===== src/rtl/tes_pkg.sv =====
`timescale 1ns / 1ps

package tes_pkg;

  localparam int COORD_WIDTH_DEF  = 32;
  localparam int RESULT_WIDTH_DEF = 64;
  localparam int D_WIDTH          = 32;
  localparam int OUT_WIDTH        = 64;
  localparam int FRAC_SHIFT       = 15;
  localparam int NUM_COLS         = 6;
  localparam int CFG_INDEX_WIDTH  = 3;
  localparam int ROW_WIDTH        = 3;
  localparam int LANE_SPLIT       = 32;

  localparam logic [CFG_INDEX_WIDTH-1:0] REG_D11 = 3'd0;
  localparam logic [CFG_INDEX_WIDTH-1:0] REG_D12 = 3'd1;
  localparam logic [CFG_INDEX_WIDTH-1:0] REG_D13 = 3'd2;
  localparam logic [CFG_INDEX_WIDTH-1:0] REG_D22 = 3'd3;
  localparam logic [CFG_INDEX_WIDTH-1:0] REG_D23 = 3'd4;
  localparam logic [CFG_INDEX_WIDTH-1:0] REG_D33 = 3'd5;

  localparam logic [ROW_WIDTH-1:0] LAST_ROW = 3'd5;

  typedef struct packed {
    logic start;
    logic degen;
    logic det_neg;
  } tes_lane_ctl_t;

endpackage


===== src/rtl/tes_lane.sv =====
`timescale 1ns / 1ps

module tes_lane #(
  parameter int COORD_WIDTH  = tes_pkg::COORD_WIDTH_DEF,
  parameter int RESULT_WIDTH = tes_pkg::RESULT_WIDTH_DEF
) (
  input  logic                                          clk,
  input  logic                                          rst,
  input  tes_pkg::tes_lane_ctl_t                        ctl,
  input  logic signed [COORD_WIDTH+tes_pkg::D_WIDTH+1:0] va,
  input  logic signed [COORD_WIDTH+tes_pkg::D_WIDTH+1:0] vb,
  input  logic signed [COORD_WIDTH:0]                   ta,
  input  logic signed [COORD_WIDTH:0]                   tb,
  input  logic        [2*COORD_WIDTH+2:0]               absdet,
  output logic                                          done,
  output logic signed [RESULT_WIDTH-1:0]                value
);

  localparam int DIFF = COORD_WIDTH + 1;
  localparam int VW   = DIFF + tes_pkg::D_WIDTH + 1;
  localparam int DETW = 2 * DIFF + 1;
  localparam int SPL  = tes_pkg::LANE_SPLIT;
  localparam int XW   = (VW - SPL > SPL + 1) ? VW - SPL : SPL + 1;
  localparam int PW   = XW + DIFF;
  localparam int NW   = VW + DIFF + 1;
  localparam int NDW  = NW + tes_pkg::FRAC_SHIFT;
  localparam int HW   = NDW - RESULT_WIDTH;
  localparam int RMW  = DETW + 1;
  localparam int CMPW = (HW > RMW) ? HW : RMW;
  localparam int CNTW = $clog2(RESULT_WIDTH);

  typedef enum logic [2:0] {L_IDLE, L_MAC, L_CHK, L_DIV, L_SAT, L_DONE} state_t;

  state_t                   state;
  logic [CNTW-1:0]          cnt;
  logic signed [NW-1:0]     acc;
  logic signed [NW-1:0]     prod;
  logic                     neg;
  logic [RMW-1:0]           rem;
  logic [RESULT_WIDTH-1:0]  lowbits;
  logic [RESULT_WIDTH-1:0]  quo;

  logic signed [XW-1:0]     xop;
  logic signed [DIFF-1:0]   top_sel;
  logic                     hi_part;
  logic signed [PW-1:0]     pr;
  logic signed [NW-1:0]     prod_next;
  logic [NW-1:0]            mag;
  logic [NDW-1:0]           num;
  logic [CMPW-1:0]          hi_ext;
  logic [CMPW-1:0]          det_ext;
  logic [RMW-1:0]           trial;
  logic [RESULT_WIDTH-1:0]  lim;

  always_comb begin
    xop     = '0;
    top_sel = ta;
    hi_part = 1'b0;
    case (cnt[1:0])
      2'd0: begin
        xop = XW'($signed({1'b0, va[SPL-1:0]}));
        top_sel = ta;
      end
      2'd1: begin
        xop = XW'(va[VW-1:SPL]);
        top_sel = ta;
        hi_part = 1'b1;
      end
      2'd2: begin
        xop = XW'($signed({1'b0, vb[SPL-1:0]}));
        top_sel = tb;
      end
      default: begin
        xop = XW'(vb[VW-1:SPL]);
        top_sel = tb;
        hi_part = 1'b1;
      end
    endcase
    pr        = xop * top_sel;
    prod_next = hi_part ? (NW'(pr) <<< SPL) : NW'(pr);
    mag       = acc[NW-1] ? (~acc + NW'(1)) : acc;
    num       = {mag, {tes_pkg::FRAC_SHIFT{1'b0}}};
    hi_ext    = CMPW'(num[NDW-1:RESULT_WIDTH]);
    det_ext   = CMPW'(absdet);
    trial     = {rem[RMW-2:0], lowbits[RESULT_WIDTH-1]};
    lim       = {1'b0, {(RESULT_WIDTH-1){1'b1}}};
  end

  always_ff @(posedge clk) begin
    if (rst) begin
      state <= L_IDLE;
      cnt   <= '0;
    end else begin
      case (state)
        L_IDLE, L_DONE: begin
          if (ctl.start) begin
            cnt <= '0;
            acc <= '0;
            if (ctl.degen) begin
              value <= '0;
              state <= L_DONE;
            end else begin
              state <= L_MAC;
            end
          end
        end
        L_MAC: begin
          prod <= prod_next;
          if (cnt != '0) begin
            acc <= acc + prod;
          end
          if (cnt == CNTW'(4)) begin
            state <= L_CHK;
          end else begin
            cnt <= cnt + CNTW'(1);
          end
        end
        L_CHK: begin
          neg     <= acc[NW-1] ^ ctl.det_neg;
          rem     <= hi_ext[RMW-1:0];
          lowbits <= num[RESULT_WIDTH-1:0];
          quo     <= '0;
          cnt     <= '0;
          if (hi_ext >= det_ext) begin
            value <= (acc[NW-1] ^ ctl.det_neg) ? $signed(~lim) : $signed(lim);
            state <= L_DONE;
          end else begin
            state <= L_DIV;
          end
        end
        L_DIV: begin
          lowbits <= lowbits << 1;
          if (trial >= RMW'(absdet)) begin
            rem <= trial - RMW'(absdet);
            quo <= {quo[RESULT_WIDTH-2:0], 1'b1};
          end else begin
            rem <= trial;
            quo <= {quo[RESULT_WIDTH-2:0], 1'b0};
          end
          if (cnt == CNTW'(RESULT_WIDTH - 1)) begin
            state <= L_SAT;
          end else begin
            cnt <= cnt + CNTW'(1);
          end
        end
        L_SAT: begin
          if (!neg) begin
            value <= (quo > lim) ? $signed(lim) : $signed(quo);
          end else begin
            value <= (quo > lim + RESULT_WIDTH'(1)) ? $signed(~lim) : $signed(~quo + 1'b1);
          end
          state <= L_DONE;
        end
        default: begin
          state <= L_IDLE;
        end
      endcase
    end
  end

  assign done = (state == L_DONE);

endmodule


===== config.mk =====
export PLATFORM = sky130hd
export DESIGN_NAME = tes_lane
export DESIGN_NICKNAME = d
export VERILOG_FILES = /design/src/rtl/tes_pkg.sv /design/src/rtl/tes_lane.sv
export SDC_FILE = /design/constraint.sdc
export NUM_CORES = 2
export LEC_CHECK = 0
export BUFFER_PORTS_ARGS = -buffer_cell sky130_fd_sc_hd__buf_4
export CAP_MARGIN = 20
export CORE_MARGIN = 3
export CORE_UTILIZATION = 55
export CTS_CLUSTER_SIZE = 25
export DETAILED_ROUTE_END_ITERATION = 6
export GPL_TIMING_DRIVEN = 0
export HOLD_SLACK_MARGIN = 0.03
export PLACE_DENSITY = 0.73
export SLEW_MARGIN = 20
export SYNTH_ARGS = -nofsm -noshare
export SYNTH_HDL_FRONTEND = slang
export SYNTH_SLANG_ARGS = --single-unit

===== constraint.sdc =====
create_clock -name clk -period 12.55 [get_ports clk]
set_input_delay 1.255 -clock clk [delete_from_list [all_inputs] [get_ports clk]]
set_output_delay 1.255 -clock clk [all_outputs]
set_load 0.005 [all_outputs]

* Word level (Yosys, flattened, before mapping) *
Index checks and enable logic that the tools add are counted.
W data, S select, Z words.

storage, ports and cells
  bits in registers = 468
  memory bits (read-only) = 0
  bits in latches = 0
  word-level logic and storage cells = 88
  memories kept = 0
  input port bits = 270
  memory bits (writable) = 0

operators by class
  reductions and logical operators = 17
  order comparisons = 4
  div/mod/pow operators = 0
  equal/unequal tests = 17
  multiply operators = 1
  muxes and demuxes = 30
  shifts and indexed selects = 0
  bitwise operators = 4
  $add $sub $neg = 5

operators with widths
  cell                       number
  $mux W64                   7
  $mux W100                  3
  $pmux W64 S2               2
  $pmux W100 S2              1
  $pmux W64 S3               1
  $pmux W67 S2               1
  $pmux W34 S3               1
  $add A100 B2 Y100 const B  1
  $add A100 B99 Y100         1
  $not A100 Y100             1
  $mux W98                   1
  $ge A68 B67 Y1             1
  $ge A51 B67 Y1             1
  $mul A34 B33 Y67           1
  $mux W67                   1
  $sub A67 B67 Y67           1
  $add A64 B1 Y64 const B    1
  $gt A64 B63 Y1 const B     1
  $gt A64 B64 Y1 const B     1
  $not A64 Y64               1
  $mux W33                   1
  $pmux W6 S4                1
  $mux W6                    3
  $ne A2 B2 Y1 const B       8
  24 further kinds           36

* Logic depth before layout (Yosys ltp) *
  depth after elaboration = 6
  gate-level depth with buffers = 38
  gate-level depth less buffers = 34

* Least setup slack after synthesis *
No wires, ideal clock.

  kind = register -> register
  start = register cnt[0]
  end = register prod[86], data pin
  buffers on the path = 6
  library setup time = 270 ps
  arrival = 10115 ps
  setup slack = 2165 ps
  stages on the path, launching flop included = 35
  cell sequence = dfxtp_1 > inv_1 > ha_1 > clkbuf_1 > nor2_1 > buf_1 > buf_1 > buf_1 > mux2i_1 > nor2_1 > fa_1 > inv_1 > fa_1 > inv_1 > fa_1 > fa_1 > fa_1 > fa_1 > fa_1 > inv_1 > fa_1 > inv_1 > ha_1 > clkbuf_1 > a21o_1 > a21o_1 > a21oi_1 > o21ai_0 > a21o_1 > a221oi_1 > nand2_1 > mux2_2 > nand3_1 > buf_1 > o21ai_0

between the ends
  cells in the longest elaborated chain, start to end = 5

ends and longest elaborated chain
  what                                              RTL line         RTL
  start, declared                                   tes_lane.sv:35   logic [CNTW-1:0] cnt;
  start signal, assigned                            tes_lane.sv:115  cnt <= cnt + CNTW'(1);
  start signal, assigned                            tes_lane.sv:143  cnt <= cnt + CNTW'(1);
  $eq A2 B1 Y1 or $logic_not A2 Y1 (tied branches)  tes_lane.sv:59   case (cnt[1:0])
  $reduce_or A2 Y1 (no source line)                 --
  $mux W33                                          tes_lane.sv:59
  $mul A34 B33 Y67                                  tes_lane.sv:79   pr = xop * top_sel;
  $mux W98 *                                        tes_lane.sv:80   prod_next = hi_part ? (NW'(pr) <<< SPL) : NW'(pr);
  named net prod_next[86]                           tes_lane.sv:47   logic signed [NW-1:0] prod_next;
  end signal, assigned                              tes_lane.sv:108  prod <= prod_next;
  end, declared                                     tes_lane.sv:37   logic signed [NW-1:0] prod;

The timed path passes the listed nets; every way through them passes the cells marked *.
A chain may end at the register's enable or synchronous reset.

* Worst setup path after layout *
  start = register cnt[1]
  end = register prod[97], data pin

Same word-level chain as after synthesis.

==> flow_summary.json <==
{
  "hold_class": "flip-flop to flip-flop",
  "syn-num-nets": 9973,
  "dpl.hpwl_um": 241000,
  "firstDrtPassIters": 7,
  "vias": 63211,
  "drt-initial-drc-count": 6468,
  "syn_avg_cell_area_um2": 9.07,
  "whs_ns": 0.522,
  "drv_slew": 0,
  "arrival_ns": 12.72,
  "place_inst": 10213,
  "route.met2.wl_um": 131000,
  "fp.dieH_um": 371,
  "drt-vias-per-instance": 6.13,
  "synth_cell_types": 86,
  "core_um2": 132000,
  "routed_wl_um": 290000,
  "syn_to_final_growth_pct": 10.1,
  "io_pins": 335,
  "netlist_instances": 8083,
  "met1_length_um": 104000,
  "clockBufferDepth": 3,
  "rsz0062_at_grt": "yes",
  "cts_tree": "built",
  "instances_no_fill": 10317,
  "cts_inserted_buffers": 44,
  "max_freq_ghz": 0.0804,
  "drive_gt1_share_pct": 8.34,
  "row_count": 133,
  "end_kind": "flip-flop",
  "synth_seq_area_share_pct": 18.4,
  "slowest_stage": "mux2i_2",
  "synth_edf_count": 444,
  "cts.sinks": 453,
  "critPathKind": "flip-flop to flip-flop",
  "dieArea_um2": 138000,
  "required_ns": 12.84,
  "violations": "DRC",
  "r2r_slack_ns": 0.11,
  "cap_violations": 0,
  "syn_area_um2": 73300,
  "max_slew_margin_pct": 10.5,
  "grt_pass1_wl_um": 420000,
  "nNetsFinal": 10404,
  "startpoint": "cnt[1]",
  "worst_slew_pin_slew_ns": 1.34,
  "grt_pass1_vias": 64318,
  "yosysWarnings": 0,
  "routedWlPerCell_um": 28.2,
  "setup_viol": 0,
  "yosys_register_bits": 453,
  "clock_tree.root_cell": "clkbuf_16",
  "grt_use_total_pct": 42.1,
  "fin_setup_tns_ns": 0,
  "start_util_pct": 55.6,
  "synthFlopType": "edfxtp_1",
  "grt_max_degree": 54,
  "finalCritPeriodShare_pct": 99.1,
  "slowest_delay_ns": 0.88,
  "cp_common_cell": "fa_1",
  "period_needed_ns": 12.44,
  "hold_violations": 0,
  "antenna_found_initial": 6,
  "drc_errors": 1,
  "status": "finished, violations left",
  "async_flop_share_pct": 0,
  "worstHoldStart": "cnt[5]",
  "gp_congestion": 1.07,
  "grt_overflow_total": 0,
  "skew_ns": 0.0374,
  "postCtsHoldBufs": 0,
  "highest_layer": "met4",
  "cp_max_fo": 10,
  "clkLatencyLatePin_ns": 0.62,
  "dieWidth_um": 371,
  "met3_length_um": 29300,
  "r2r_start": "cnt[1]",
  "cp-start-kind": "flip-flop",
  "ctsHtreeMaxLevel": 2,
  "path_clk_slew_ns": 0.08,
  "drtAntennaViolNets": 0,
  "port_buffers": 333
}
-- cells by family (layout without fill, tap and decap cells) --
family          Yosys count  after routing  share of synthesized area (%)
compound gates         1317           1317                           11.3
xor+xnor                376            376                           4.49
fa+ha+maj              1621           1621                           39.7
buf+inv                1637           2103                           8.42
flops                   453            453                           18.4
mux                     200            200                           2.84
other cells               0             13                              0
simple gates           2479           2479                           14.9
-- layer usage --
metal	global-route usage [%]	vias up
met5	0	-
met4	31.0	0
met3	9.72	932
met2	66.5	3779
met1	50.5	31266
li1	-	27234
-- path summary, 6_finish.rpt --
check                                end  cells past startpoint
worst min register to register    cnt[5]                      2
worst max register to register  prod[97]                     33
worst min-delay path              cnt[5]                      2
worst max-delay path            prod[97]                     33
-- through the flow --
step | worst slack (ns) | instance area (um^2) | utilization, %
after floorplan | 2.16 | 73300 | -
after global placement | -2.15 | 78000 | 59.1
after detailed placement | -1.79 | 78900 | 59.8
after CTS | 0.00292 | 80500 | 61.0
after global routing | -0.0646 | 80700 | 61.2
final | 0.111 | 80800 | 61.2
-- what timing repair did --
item	in CTS	in global routing
pin swaps	0	1
buffers inserted	0	15
endpoints found under the setup margin	52	43
gates cloned	0	0
resized for setup	31	83
-- cell usage after synthesis, drive strengths merged, types with 36 or more instances --
master	number	share of area (%)
mux2	66	1.0
ha	442	7.5
or3	77	0.67
nand4	89	0.76
o21bai	64	0.66
o31ai	54	0.55
edfxtp	444	18
nor3	63	0.47
nand2	936	4.8
clkbuf	351	1.8
inv	1248	6.4
nand3	72	0.49
o21ai	383	2.6
and3	96	0.82
mux2i	134	1.8
buf	36	0.23
fa	1178	32
xor2	161	1.9
a21o	178	1.8
nor2	929	4.8
and2	48	0.41
o21a	38	0.39
xnor2	215	2.6
a21oi	330	2.3
-- state kept, by name, indices dropped and copies added (netlist names) --
signal,cells
acc,100
value,64
neg,1
rem,67
cnt,6
prod,99
state,3
lowbits,49
quo,64
-- area by class of cell --
cell class | count | area, um^2
Tap cell | 1755 | 2200
Multi-Input combinational cell | 5993 | 54100
Clock inverter | 33 | 335
Sequential cell | 453 | 13500
Clock buffer | 48 | 1120
Inverter | 1250 | 4700
Fill cell | 11494 | 51200
Timing Repair Buffer | 390 | 3200
Buffer | 382 | 1560
Antenna cell | 13 | 32.5
-- critical path, delay by kind of cell, from the launching register on --
kind	cells	cell delay (ns)
adders and majority gates	10	4.97
AOI/OAI and AO/OA	7	2.07
buffers and inverters	9	2.04
and+or+nand+nor	5	1.28
muxes	1	0.88
xor gates and xnor gates	1	0.45
DFF	1	0.39
-- cell usage in the layout, fill, tap and decap left out, types with 35 or more instances in the layout --
cell / instances
nor3_1: 57
fa_1: 1173
o21ai_0: 353
and3_1: 96
buf_4: 363
xnor2_1: 212
a31oi_1: 35
a21o_1: 178
mux2i_1: 80
o21a_1: 38
mux2i_2: 36
inv_1: 1247
o31ai_1: 54
clkbuf_2: 44
clkbuf_16: 44
clkbuf_1: 302
edfxtp_1: 444
or3_1: 75
nand2_1: 936
xor2_1: 159
a21oi_1: 328
mux2_2: 66
nand4_1: 89
ha_1: 442
o21bai_1: 64
a22oi_1: 35
nor2_1: 925
nand3_1: 72
and2_1: 46
Power is left out: the tool's default activity adds up to more than one toggle a clock period on the data nets, which glitch-free logic cannot reach.
